`src/design/dmpi_pkg.sv`:
```
`timescale 1ns / 1ps
// ----------------------------------------------------------------------------
// dmpi_pkg
// Shared widths, register indexes, reset values and saturating helpers for
// the movement primitive integrator.
// ----------------------------------------------------------------------------
package dmpi_pkg;

  localparam int DATA_W  = 32;
  localparam int FRAC_W  = 16;
  localparam int JOINT_W = 3;
  localparam int STEP_W  = 16;
  localparam int CFG_W   = 3;

  // Register indexes on the config port
  localparam logic [CFG_W-1:0] CFG_ALPHA     = 3'd0;
  localparam logic [CFG_W-1:0] CFG_BETA      = 3'd1;
  localparam logic [CFG_W-1:0] CFG_TAU       = 3'd2;
  localparam logic [CFG_W-1:0] CFG_TAU_INV   = 3'd3;
  localparam logic [CFG_W-1:0] CFG_DT        = 3'd4;
  localparam logic [CFG_W-1:0] CFG_LENGTH    = 3'd5;
  localparam logic [CFG_W-1:0] CFG_FORCED    = 3'd6;

  // Register reset values
  localparam logic [DATA_W-1:0] ALPHA_RST   = 32'd1638400;
  localparam logic [DATA_W-1:0] BETA_RST    = 32'd409600;
  localparam logic [DATA_W-1:0] TAU_RST     = 32'd65536;
  localparam logic [DATA_W-1:0] TAU_INV_RST = 32'd65536;
  localparam logic [STEP_W-1:0] DT_RST      = 16'd655;
  localparam logic [STEP_W-1:0] LENGTH_RST  = 16'd100;
  localparam logic [STEP_W-1:0] FORCED_RST  = 16'd100;

  // Item opcodes
  localparam logic OP_INIT    = 1'b0;
  localparam logic OP_ADVANCE = 1'b1;

  // Control from sequencer to the shared multiplier
  typedef struct packed {
    logic issue;   // load product register
    logic finish;  // load rounded/saturated result
    logic q16;     // 1: round and drop 16 fraction bits, 0: integer product
  } mul_ctl_t;

  function automatic logic signed [DATA_W-1:0] sat_add(
    input logic signed [DATA_W-1:0] a,
    input logic signed [DATA_W-1:0] b
  );
    logic signed [DATA_W:0] s;
    s = {a[DATA_W-1], a} + {b[DATA_W-1], b};
    if (s[DATA_W] != s[DATA_W-1]) begin
      sat_add = s[DATA_W] ? {1'b1, {(DATA_W-1){1'b0}}} : {1'b0, {(DATA_W-1){1'b1}}};
    end else begin
      sat_add = s[DATA_W-1:0];
    end
  endfunction

  function automatic logic signed [DATA_W-1:0] sat_sub(
    input logic signed [DATA_W-1:0] a,
    input logic signed [DATA_W-1:0] b
  );
    logic signed [DATA_W:0] s;
    s = {a[DATA_W-1], a} - {b[DATA_W-1], b};
    if (s[DATA_W] != s[DATA_W-1]) begin
      sat_sub = s[DATA_W] ? {1'b1, {(DATA_W-1){1'b0}}} : {1'b0, {(DATA_W-1){1'b1}}};
    end else begin
      sat_sub = s[DATA_W-1:0];
    end
  endfunction

endpackage

```
`src/design/dmpi_state_mem.sv`:
```
`timescale 1ns / 1ps
// ----------------------------------------------------------------------------
// dmpi_state_mem
// Per-joint state memory, one write port and one read port, registered read.
// ----------------------------------------------------------------------------
module dmpi_state_mem #(
  parameter int DEPTH  = 8,
  parameter int ADDR_W = 3,
  parameter int WIDTH  = 64
) (
  input  logic              clk,
  input  logic              wr_en,
  input  logic [ADDR_W-1:0] wr_addr,
  input  logic [WIDTH-1:0]  wr_data,
  input  logic              rd_en,
  input  logic [ADDR_W-1:0] rd_addr,
  output logic [WIDTH-1:0]  rd_data
);

  logic [WIDTH-1:0] mem [DEPTH];
  logic [WIDTH-1:0] rd_data_r;

  always_ff @(posedge clk) begin
    if (wr_en) begin
      mem[wr_addr] <= wr_data;
    end
  end

  // read data holds until the next read
  always_ff @(posedge clk) begin
    if (rd_en) begin
      rd_data_r <= mem[rd_addr];
    end
  end

  assign rd_data = rd_data_r;

endmodule

```
`src/design/dmpi_mul.sv`:
```
`timescale 1ns / 1ps
// ----------------------------------------------------------------------------
// dmpi_mul
// Shared signed multiplier: product stage, then round-half-up and shift (Q16 mode only), saturate.
// ----------------------------------------------------------------------------
module dmpi_mul (
  input  logic                                   clk,
  input  dmpi_pkg::mul_ctl_t                     ctl,
  input  logic signed [dmpi_pkg::DATA_W-1:0]     op_a,
  input  logic signed [dmpi_pkg::DATA_W:0]       op_b,
  output logic signed [dmpi_pkg::DATA_W-1:0]     res
);

  import dmpi_pkg::*;

  localparam int PROD_W = 2 * DATA_W + 1;
  localparam logic signed [PROD_W:0] HALF_LSB = (PROD_W + 1)'(1) <<< (FRAC_W - 1);

  logic signed [PROD_W-1:0] prod_r;
  logic                     q16_r;
  logic signed [DATA_W-1:0] res_r;

  logic signed [PROD_W:0]   biased;
  logic signed [PROD_W:0]   shifted;
  logic signed [DATA_W-1:0] sat_val;
  logic [PROD_W-DATA_W+1:0] hi_bits;

  always_ff @(posedge clk) begin
    if (ctl.issue) begin
      prod_r <= op_a * op_b;
      q16_r  <= ctl.q16;
    end
    if (ctl.finish) begin
      res_r <= sat_val;
    end
  end

  always_comb begin
    biased  = {prod_r[PROD_W-1], prod_r} + (q16_r ? HALF_LSB : '0);
    shifted = q16_r ? (biased >>> FRAC_W) : biased;
    hi_bits = shifted[PROD_W:DATA_W-1];
    if (&hi_bits || ~|hi_bits) begin
      sat_val = shifted[DATA_W-1:0];
    end else if (shifted[PROD_W]) begin
      sat_val = {1'b1, {(DATA_W-1){1'b0}}};
    end else begin
      sat_val = {1'b0, {(DATA_W-1){1'b1}}};
    end
  end

  assign res = res_r;

endmodule

```
`src/design/movement_primitive_integrator.sv`:
```
`timescale 1ns / 1ps
// ----------------------------------------------------------------------------
// movement_primitive_integrator
// Per-joint dynamic movement primitive integrator in signed Q16.16.
// ----------------------------------------------------------------------------
// Each joint keeps its position and velocity in a small state memory. An init
// transfer (op 0) stores the start position and velocity and returns them as
// step 0. An advance transfer (op 1) reads the joint's state, runs eleven
// dependent multiplies through one shared multiplier, each passing through
// multiply, round/saturate and combine, writes the new state back and returns
// it. A new item is taken only once the previous one has reached the output
// register. A finished result waits in the output register, so the next item
// can be taken while it is still stalled. Joint indexes fold onto JOINTS
// entries by modulo; the reply echoes the joint index as received.
// Configuration is to be written through the cfg_ port only while no item is
// in flight; the block itself does not enforce this.
// ----------------------------------------------------------------------------
module movement_primitive_integrator #(
  parameter int JOINTS = 8
) (
  input  logic                                   clk,
  input  logic                                   rst_n,
  // input channel
  input  logic                                   in_valid,
  output logic                                   in_stall,
  input  logic                                   in_op,
  input  logic [dmpi_pkg::JOINT_W-1:0]           in_joint,
  input  logic [dmpi_pkg::STEP_W-1:0]            in_step_index,
  input  logic signed [dmpi_pkg::DATA_W-1:0]     in_start_position,
  input  logic signed [dmpi_pkg::DATA_W-1:0]     in_start_velocity,
  input  logic signed [dmpi_pkg::DATA_W-1:0]     in_goal_position,
  input  logic signed [dmpi_pkg::DATA_W-1:0]     in_goal_velocity,
  input  logic signed [dmpi_pkg::DATA_W-1:0]     in_amplitude,
  input  logic signed [dmpi_pkg::DATA_W-1:0]     in_forcing,
  // result channel
  output logic                                   out_valid,
  input  logic                                   out_stall,
  output logic [dmpi_pkg::JOINT_W-1:0]           out_joint,
  output logic [dmpi_pkg::STEP_W-1:0]            out_step,
  output logic signed [dmpi_pkg::DATA_W-1:0]     out_position,
  output logic signed [dmpi_pkg::DATA_W-1:0]     out_velocity,
  // configuration
  input  logic                                   cfg_we,
  input  logic [dmpi_pkg::CFG_W-1:0]             cfg_index,
  input  logic [dmpi_pkg::DATA_W-1:0]            cfg_wdata
);

  import dmpi_pkg::*;

  localparam int AW      = (JOINTS > 1) ? $clog2(JOINTS) : 1;
  localparam int STATE_W = 2 * DATA_W;

  typedef enum logic [5:0] {
    S_IDLE  = 6'b000001,
    S_READ  = 6'b000010,
    S_ISSUE = 6'b000100,
    S_ROUND = 6'b001000,
    S_POST  = 6'b010000,
    S_DONE  = 6'b100000
  } state_t;

  // Multiply chain, in issue order
  typedef enum logic [3:0] {
    M_GV, M_DTERM, M_GVD, M_SHIFT, M_PTERM, M_A1,
    M_FTERM, M_ACC1, M_ACC, M_DV, M_DP
  } mul_step_t;

  state_t    state_r, state_nxt;
  mul_step_t mstep_r, mstep_nxt;

  // configuration registers
  logic [DATA_W-1:0] alpha_r, beta_r, tau_r, tau_inv_r;
  logic [STEP_W-1:0] dt_r, len_r, forced_r;

  // captured item
  logic [JOINT_W-1:0]       joint_r;
  logic [AW-1:0]            slot_r;
  logic [STEP_W-1:0]        step_r;
  logic signed [DATA_W-1:0] goal_r, gvel_r, amp_r, frc_r;

  // working registers
  logic signed [DATA_W-1:0] gv_r, tmp_r, y_r, yd_r;
  logic signed [DATA_W-1:0] gv_nxt, tmp_nxt, y_nxt, yd_nxt;
  logic signed [DATA_W-1:0] a_r, a_nxt;
  logic signed [DATA_W:0]   b_r, b_nxt;
  logic                     q16_r, q16_nxt;

  // output register
  logic                     out_valid_r;
  logic [JOINT_W-1:0]       out_joint_r;
  logic [STEP_W-1:0]        out_step_r;
  logic signed [DATA_W-1:0] out_pos_r, out_vel_r;

  logic                     in_xfer;
  logic                     out_free;
  logic                     wb_en;
  logic [AW-1:0]            in_slot;
  logic [STATE_W-1:0]       rd_data;
  logic signed [DATA_W-1:0] y0, yd0;
  logic signed [DATA_W-1:0] mul_res;
  logic signed [STEP_W:0]   rem;
  logic signed [DATA_W:0]   rem_ext;
  logic signed [DATA_W:0]   fs_ext;
  logic signed [DATA_W:0]   tau_ext, tau_inv_ext, alpha_ext, beta_ext, dt_ext;
  mul_ctl_t                 mul_ctl;

  assign in_stall = (state_r != S_IDLE);
  assign in_xfer  = in_valid && !in_stall;
  assign out_free = !out_valid_r || !out_stall;
  assign wb_en    = (state_r == S_DONE) && out_free;

  // joint index modulo JOINTS as a small constant table
  always_comb begin
    in_slot = '0;
    for (int i = 0; i < 2 ** JOINT_W; i++) begin
      if (in_joint == JOINT_W'(i)) begin
        in_slot = AW'(i % JOINTS);
      end
    end
  end

  // --------------------------------------------------------------------------
  // Configuration
  // --------------------------------------------------------------------------
  always_ff @(posedge clk) begin
    if (!rst_n) begin
      alpha_r   <= ALPHA_RST;
      beta_r    <= BETA_RST;
      tau_r     <= TAU_RST;
      tau_inv_r <= TAU_INV_RST;
      dt_r      <= DT_RST;
      len_r     <= LENGTH_RST;
      forced_r  <= FORCED_RST;
    end else if (cfg_we) begin
      case (cfg_index)
        CFG_ALPHA:   alpha_r   <= cfg_wdata;
        CFG_BETA:    beta_r    <= cfg_wdata;
        CFG_TAU:     tau_r     <= cfg_wdata;
        CFG_TAU_INV: tau_inv_r <= cfg_wdata;
        CFG_DT:      dt_r      <= cfg_wdata[STEP_W-1:0];
        CFG_LENGTH:  len_r     <= cfg_wdata[STEP_W-1:0];
        CFG_FORCED:  forced_r  <= cfg_wdata[STEP_W-1:0];
        default: ;
      endcase
    end
  end

  // --------------------------------------------------------------------------
  // State memory: {position, velocity} per joint
  // --------------------------------------------------------------------------
  dmpi_state_mem #(
    .DEPTH  (JOINTS),
    .ADDR_W (AW),
    .WIDTH  (STATE_W)
  ) u_state_mem (
    .clk     (clk),
    .wr_en   (wb_en),
    .wr_addr (slot_r),
    .wr_data ({y_r, yd_r}),
    .rd_en   (state_r == S_READ),
    .rd_addr (slot_r),
    .rd_data (rd_data)
  );

  // read data is held from the cycle after S_READ through the whole chain
  assign y0  = rd_data[STATE_W-1:DATA_W];
  assign yd0 = rd_data[DATA_W-1:0];

  // --------------------------------------------------------------------------
  // Shared multiplier
  // --------------------------------------------------------------------------
  assign mul_ctl.issue  = (state_r == S_ISSUE);
  assign mul_ctl.finish = (state_r == S_ROUND);
  assign mul_ctl.q16    = q16_r;

  dmpi_mul u_mul (
    .clk  (clk),
    .ctl  (mul_ctl),
    .op_a (a_r),
    .op_b (b_r),
    .res  (mul_res)
  );

  // operand forms of the config values and item fields
  assign tau_ext     = {1'b0, tau_r};
  assign tau_inv_ext = {1'b0, tau_inv_r};
  assign alpha_ext   = {1'b0, alpha_r};
  assign beta_ext    = {1'b0, beta_r};
  assign dt_ext      = {{(DATA_W-STEP_W+1){1'b0}}, dt_r};
  // remaining steps, signed: zero or negative past the end
  assign rem         = {1'b0, len_r} - {1'b0, step_r};
  assign rem_ext     = {{(DATA_W-STEP_W){rem[STEP_W]}}, rem};
  // forcing drops to zero from forced_steps on
  assign fs_ext      = (step_r < forced_r) ? {frc_r[DATA_W-1], frc_r} : '0;

  // --------------------------------------------------------------------------
  // Combine stage: fold the last product in, set up the next multiply
  // --------------------------------------------------------------------------
  always_comb begin
    gv_nxt    = gv_r;
    tmp_nxt   = tmp_r;
    y_nxt     = y_r;
    yd_nxt    = yd_r;
    a_nxt     = a_r;
    b_nxt     = b_r;
    q16_nxt   = 1'b1;
    mstep_nxt = mstep_r;
    case (mstep_r)
      M_GV: begin
        gv_nxt    = mul_res;
        a_nxt     = sat_sub(mul_res, yd0);
        b_nxt     = tau_inv_ext;
        mstep_nxt = M_DTERM;
      end
      M_DTERM: begin
        tmp_nxt   = mul_res;
        a_nxt     = gv_r;
        b_nxt     = dt_ext;
        mstep_nxt = M_GVD;
      end
      M_GVD: begin
        // goal shift uses an integer step count, no fraction drop
        a_nxt     = mul_res;
        b_nxt     = rem_ext;
        q16_nxt   = 1'b0;
        mstep_nxt = M_SHIFT;
      end
      M_SHIFT: begin
        a_nxt     = sat_sub(sat_sub(goal_r, mul_res), y0);
        b_nxt     = beta_ext;
        mstep_nxt = M_PTERM;
      end
      M_PTERM: begin
        a_nxt     = sat_add(mul_res, tmp_r);
        b_nxt     = alpha_ext;
        mstep_nxt = M_A1;
      end
      M_A1: begin
        tmp_nxt   = mul_res;
        a_nxt     = amp_r;
        b_nxt     = fs_ext;
        mstep_nxt = M_FTERM;
      end
      M_FTERM: begin
        a_nxt     = sat_add(tmp_r, mul_res);
        b_nxt     = tau_ext;
        mstep_nxt = M_ACC1;
      end
      M_ACC1: begin
        a_nxt     = mul_res;
        b_nxt     = tau_ext;
        mstep_nxt = M_ACC;
      end
      M_ACC: begin
        a_nxt     = mul_res;
        b_nxt     = dt_ext;
        mstep_nxt = M_DV;
      end
      M_DV: begin
        // symplectic Euler: velocity first, position from the new velocity
        yd_nxt    = sat_add(yd0, mul_res);
        a_nxt     = yd_nxt;
        b_nxt     = dt_ext;
        mstep_nxt = M_DP;
      end
      M_DP: begin
        y_nxt     = sat_add(y0, mul_res);
      end
      default: ;
    endcase
  end

  // --------------------------------------------------------------------------
  // Sequencer
  // --------------------------------------------------------------------------
  always_comb begin
    state_nxt = state_r;
    case (state_r)
      S_IDLE:  if (in_xfer) state_nxt = (in_op == OP_INIT) ? S_DONE : S_READ;
      S_READ:  state_nxt = S_ISSUE;
      S_ISSUE: state_nxt = S_ROUND;
      S_ROUND: state_nxt = S_POST;
      S_POST:  state_nxt = (mstep_r == M_DP) ? S_DONE : S_ISSUE;
      S_DONE:  if (out_free) state_nxt = S_IDLE;
      default: state_nxt = S_IDLE;
    endcase
  end

  always_ff @(posedge clk) begin
    if (!rst_n) begin
      state_r <= S_IDLE;
    end else begin
      state_r <= state_nxt;
    end
  end

  // item capture and working registers
  always_ff @(posedge clk) begin
    if (in_xfer) begin
      joint_r <= in_joint;
      slot_r  <= in_slot;
      step_r  <= (in_op == OP_INIT) ? '0 : in_step_index;
      goal_r  <= in_goal_position;
      gvel_r  <= in_goal_velocity;
      amp_r   <= in_amplitude;
      frc_r   <= in_forcing;
      y_r     <= in_start_position;
      yd_r    <= in_start_velocity;
    end
    if (state_r == S_READ) begin
      a_r     <= gvel_r;
      b_r     <= tau_ext;
      q16_r   <= 1'b1;
      mstep_r <= M_GV;
    end
    if (state_r == S_POST) begin
      gv_r    <= gv_nxt;
      tmp_r   <= tmp_nxt;
      y_r     <= y_nxt;
      yd_r    <= yd_nxt;
      a_r     <= a_nxt;
      b_r     <= b_nxt;
      q16_r   <= q16_nxt;
      mstep_r <= mstep_nxt;
    end
  end

  // --------------------------------------------------------------------------
  // Output register
  // --------------------------------------------------------------------------
  always_ff @(posedge clk) begin
    if (!rst_n) begin
      out_valid_r <= 1'b0;
    end else if (wb_en) begin
      out_valid_r <= 1'b1;
    end else if (!out_stall) begin
      out_valid_r <= 1'b0;
    end
  end

  always_ff @(posedge clk) begin
    if (wb_en) begin
      out_joint_r <= joint_r;
      out_step_r  <= step_r;
      out_pos_r   <= y_r;
      out_vel_r   <= yd_r;
    end
  end

  assign out_valid    = out_valid_r;
  assign out_joint    = out_joint_r;
  assign out_step     = out_step_r;
  assign out_position = out_pos_r;
  assign out_velocity = out_vel_r;

endmodule

```
`config.mk`:
```
export PLATFORM = sky130hd
export DESIGN_NAME = movement_primitive_integrator
export DESIGN_NICKNAME = d
export VERILOG_FILES = /design/src/design/dmpi_pkg.sv /design/src/design/dmpi_state_mem.sv /design/src/design/dmpi_mul.sv /design/src/design/movement_primitive_integrator.sv
export SDC_FILE = /design/constraint.sdc
export NUM_CORES = 2
export LEC_CHECK = 0
export BUFFER_PORTS_ARGS = -buffer_cell sky130_fd_sc_hd__buf_2
export CAP_MARGIN = 40
export CORE_UTILIZATION = 31
export DETAILED_ROUTE_END_ITERATION = 7
export HOLD_SLACK_MARGIN = 0.02
export SLEW_MARGIN = 20
export SYNTH_ARGS = -nofsm -noshare
export SYNTH_HDL_FRONTEND = slang
export SYNTH_HIERARCHICAL = 1
export SYNTH_SLANG_ARGS = --single-unit
```
`constraint.sdc`:
```
create_clock -name clk -period 16 [get_ports clk]
set_input_delay 3.2 -clock clk [delete_from_list [all_inputs] [get_ports clk]]
set_output_delay 3.2 -clock clk [all_outputs]
set_load 0.1 [all_outputs]
```
# Word level (Yosys, flattened, before mapping)

Memories as Yosys holds them, arrays and structs flattened. A register that Yosys moved wholly into a read port is not among the register bits.
Index checks and enable logic that the tools add are counted.

Word-level logic and storage cells: 175
Register bits: 712
Memories: 1
Bits of input ports: 252
Bits in writable memories: 512

Equal/unequal tests: 44
Reductions and logical operators: 36
Muxes and demuxes: 51
$lt $le $gt $ge: 1
$add $sub $neg: 8
$mul: 1

Memory list:

| memory          | depth | width | rd ports | clocked after Yosys merged registers in | wr ports | RTL line             | text |
|---|---|---|---|---|---|---|---|
| u_state_mem.mem | 8     | 64    | 1        | 1                                       | 1        | dmpi_state_mem.sv:20 | `logic [WIDTH-1:0] mem [DEPTH];` |

Operators with widths:

| operator            | number |
|---|---|
| $mux 32             | 23 |
| $pmux 33 s7         | 1 |
| $pmux 32 s7         | 1 |
| $add 32x32->33      | 3 |
| $mux 33             | 3 |
| $sub 32x32->33      | 3 |
| $add 65x17->66      | 1 |
| $mul 32x33->65      | 1 |
| $mux 65             | 1 |
| $pmux 4 s10         | 1 |
| $pmux 6 s6          | 1 |
| $reduce_and 35->1   | 1 |
| $reduce_or 35->1    | 1 |
| $reduce_and 2->1    | 15 |
| $mux 6              | 4 |
| $eq 3x3->1 const B  | 7 |
| $sub 16x16->17      | 1 |
| $eq 4x3->1 const B  | 4 |
| $lt 16x16->1        | 1 |
| $mux 16             | 1 |
| $ne 8x3->1 const B  | 2 |
| $eq 3x2->1 const B  | 4 |
| $eq 4x4->1 const B  | 3 |
| $ne 11x1->1 const B | 1 |
| other kinds (26)    | 57 |

# Logic depth before layout (Yosys ltp)

Depth after elaboration: 9
Gate-level depth with buffers: 29

# Modules after synthesis

Netlist, hierarchy kept.

Modules (own cells, without submodules):

| module                        | instances | area an instance (um^2) | cells an instance |
|---|---|---|---|
| dmpi_mul                      | 1         | 41945.2                 | 4346 |
| movement_primitive_integrator | 1         | 36651.4                 | 3867 |
| dmpi_state_mem                | 1         | 21187.8                 | 816 |

# Least setup slack after synthesis

No wires, ideal clock.

Path kind: in2reg
From: in out_stall
To: mem u_state_mem.mem[4][0] (enable)
Setup time: 564 ps
Slack: 3025 ps
Data required time: 15436 ps
Stages: 3
Arrival time: 12411 ps
Cells stage by stage: a21oi_1 > nand2_1 > nor3_1

Cells in the longest elaborated chain, start to end: 5

Ends and longest elaborated chain:

| element                      | RTL line                             | text |
|---|---|---|
| from (decl)                  | movement_primitive_integrator.sv:37  | `input logic out_stall,` |
| $logic_not 1->1              | -                                    |  |
| $logic_or 1x1->1             | movement_primitive_integrator.sv:109 | `assign out_free = !out_valid_r \|\| !out_stall;` |
| $logic_and 1x1->1            | movement_primitive_integrator.sv:110 | `assign wb_en = (state_r == S_DONE) && out_free;` |
| $mux 1                       | dmpi_state_mem.sv:24                 | `if (wr_en) begin` |
| $mux 1 (implied by the code) | dmpi_state_mem.sv:25                 | `mem[wr_addr] <= wr_data;` |
| to (decl)                    | dmpi_state_mem.sv:20                 |  |

Every way passes these cells.

# Final worst setup path

From: reg a_r[2]
To: reg u_mul.prod_r[64] (data pin)

Cells in the longest elaborated chain, start to end: 1

Ends and longest elaborated chain:

| element                | RTL line                             | text |
|---|---|---|
| from (decl)            | movement_primitive_integrator.sv:84  | `logic signed [DATA_W-1:0] a_r, a_nxt;` |
| from (signal assigned) | movement_primitive_integrator.sv:311 | `a_r <= gvel_r;` |
| from (signal assigned) | movement_primitive_integrator.sv:321 | `a_r <= a_nxt;` |
| $mul 32x33->65         | dmpi_mul.sv:30                       | `prod_r <= op_a * op_b;` |
| to (signal assigned)   | dmpi_mul.sv:30                       |  |
| to (decl)              | dmpi_mul.sv:19                       | `logic signed [PROD_W-1:0] prod_r;` |

Every way passes these cells.
A chain may end at the register's enable or synchronous reset.

==> metrics <==
status=finished clean; drt drc=0; std cell rows=207; total number of vias=69274; pins over their slew limit=0; H-tree Lvls=3; Clock Latency Late Sink=800 ps; number of clock sinks=1288; clk slew on worst S/H paths=70 ps; CP Capture Type=flop; Post-Syn Area=0.0998 sq mm; Gate Count Post-Synth=9029; antenna violations before repair=31; CP Class=reg -> reg; total gr overflow=0; Sw Share=0.468; setup violators final=0; dpl hpwl=226000 um; VDD IR-drop max=706 uV; TritonRoute pass-1 iters=6; Clock power frac=0.115; Syn Area/Cell=11.1 sq um; Synth Warn #=6; sequential fraction of the synthesis area=0.369; vias in the first global route=70588; Die H=569 um; Worst Path Arrival=9120 ps; Post-synth EDFFs=1105; Final Hold Viols=0; layout cells sized above 1=0.110; Avg WL per Cell=22.2 um; top cells by area, synth=edfxtp_1 33%, fa_1 22%, ha_1 5.1%, inv_1 4.5%, nand2_1 4.4%; CP Launch Type=flop; minimum clock period=8680 ps; Leak=44.7 nW; Core Area=0.319 sq mm; Post-CTS Hold Buffers=0; clock root cell=clkbuf_16; Routed Antenna Nets=0; FILL cells=31950; Worst Clk Skew=98.7 ps; hold slack=422 ps; largest net degree at the start of global routing=129; HP Class=reg -> reg; width of the chip=569 um; full die area=0.324 sq mm; boundary pin count=337; Yosys top cell by area=edfxtp_1; unrepaired setup endpoints after global routing=no; Final nets=11012; Routed WL=303000 um; sequential power share=0.182; setup_tns=0 ps; Yosys top cell area share=0.333; top cells by count, synth=1194 x inv_1, 1176 x nand2_1, 1119 x fa_1; Int Pwr=0.0142 W; IO buf count=336; Combinational Power Share=0.703; most common cell in the netlist=inv_1; PwrDens=240 mW/mm^2; post-route cell area=0.111 sq mm; Async SR Flop Fraction=0; CP required=16450 ps; Least-Margin Pin Slew=947 ps; Iter 0 DRT Violations=6101; Syn Nets=10810; CTS buffer count=119; dpl cell area=0.107 sq mm; postcts setup bufs=0; Yosys reg bits=1288; Tot Pwr=0.0267 W; Total GRT Usage=0.186; Slew HR=0.369; Post-synth top flop=edfxtp_1; global placement routability congestion=0.964; clock tree buffer depth=3; CTS tree=built; Area Overhead vs Synth=11.3%; part of the cycle the worst path needs=0.542; global-route wire length before repair=458000 um; max-capacitance violation count=0; Net Switching=0.0125 W; Starting Density=0.313; largest fanout on the critical path=33; unique cell type count in the Yosys netlist=113; vias per std cell=5.08; # resized after CTS=0; maximum clock rate=115 MHz
flip-flops by register name (all words and copies together) (netlist names), 33 cells and up:
register	flops
u_state_mem/mem	512
u_state_mem/rd_data	64
u_mul/prod_r	65
b_r	33
worst paths after layout:
check             cells after the start                  from  slack (ps)                    endpoint
setup / recovery                     24      a_r[2]$_DFFE_PP_        7320  u_mul/prod_r[64]$_DFFE_PP_
setup reg to reg                     24      a_r[2]$_DFFE_PP_        7320  u_mul/prod_r[64]$_DFFE_PP_
hold / removal                        0  joint_r[1]$_DFFE_PP_         420      out_joint[1]$_DFFE_PP_
hold reg to reg                       0  joint_r[1]$_DFFE_PP_         420      out_joint[1]$_DFFE_PP_
power groups by stage:
stage / logic [W] / clock network (W) / registers, W
floorplan: 0.0138 / 0 / 0.00495
global placement: 0.0186 / 0 / 0.00493
detailed placement: 0.0185 / 0 / 0.00493
CTS: 0.0188 / 0.00311 / 0.00486
global route: 0.0211 / 0.00323 / 0.00487
finish: 0.0187 / 0.00306 / 0.00486
worst max-delay path, cell delays in order, from the launching register on:
cell	delay, ps
edfxtp_1	320
buf_4	380
nand2_1	160
inv_1	160
fa_1	470
fa_1	500
fa_1	960
fa_1	790
fa_1	640
fa_1	440
fa_1	540
inv_1	50
fa_1	530
inv_1	40
ha_1	370
a21o_1	220
a21o_1	170
a21o_1	180
a21o_1	190
a221oi_1	300
nor2_1	60
a31oi_1	300
o21a_1	270
o21ai_0	130
xnor2_1	140
layout by cell type (no fill, tap or decap), types with 35 or more instances in the layout:
cell and n:
fa_1 1119, xor2_1 87, mux2_2 66, nor2_1 309, buf_2 336, a21boi_0 184
xnor2_1 188, mux4_2 128, nand4_1 49, a221oi_1 54, nand2b_1 63, o21ai_0 249
nor4_1 35, a211oi_1 51, o21bai_1 35, a21o_1 112, nand3_1 113, a21oi_1 321
buf_4 168, edfxtp_1 1105, clkbuf_16 121, ha_1 410, nor3_1 64, dfxtp_1 183
nor2b_1 41, and2_1 569, and3_1 41, nand2_1 1171, mux2i_1 74, o211ai_1 49
a31oi_1 42, inv_1 1193
stage by stage:
| stage | utilization | instances | setup WS (ps) |
|---|---|---|---|
| floorplan | - | 9029 | 3020 |
| CTS | 0.348 | 13621 | 7310 |
| global placement | 0.334 | 13376 | 7150 |
| global route | 0.348 | 13622 | 6820 |
| finish | 0.348 | 13632 | 7320 |
| detailed placement | 0.335 | 13393 | 7410 |
final cells by class:
type,count,area (sq um),area share
clock buffers,136,3110,0.0280
repair buffers,524,3330,0.0300
multi-input cells,6100,56800,0.512
inverters,1198,4500,0.0406
clock inverters,92,1080,0.00971
well taps,4284,5360,0.0483
flip-flops and latches,1288,36800,0.332
diodes,10,25.0,0.000225
layer usage:
layer	track usage	vias to the layer above	part of all wire
li1	-	30791	-
met1	0.255	35586	0.43
met2	0.304	2415	0.47
met3	0.0246	458	0.065
met4	0.0614	24	0.036
met5	0	-	0.00053
logic make-up (layout without fill, tap and decap cells):
| logic type | Yosys count | count (layout) | share of synthesized area |
|---|---|---|---|
| flops | 1288 | 1288 | 0.369 |
| xor+xnor | 277 | 277 | 0.0244 |
| other cells | 0 | 10 | 0 |
| mux | 274 | 274 | 0.0444 |
| simple gates | 2583 | 2583 | 0.124 |
| fa+ha+maj | 1561 | 1561 | 0.279 |
| buf+inv | 1641 | 1950 | 0.0638 |
| compound gates | 1405 | 1405 | 0.0950 |
(Power assumes the default switching activity.)
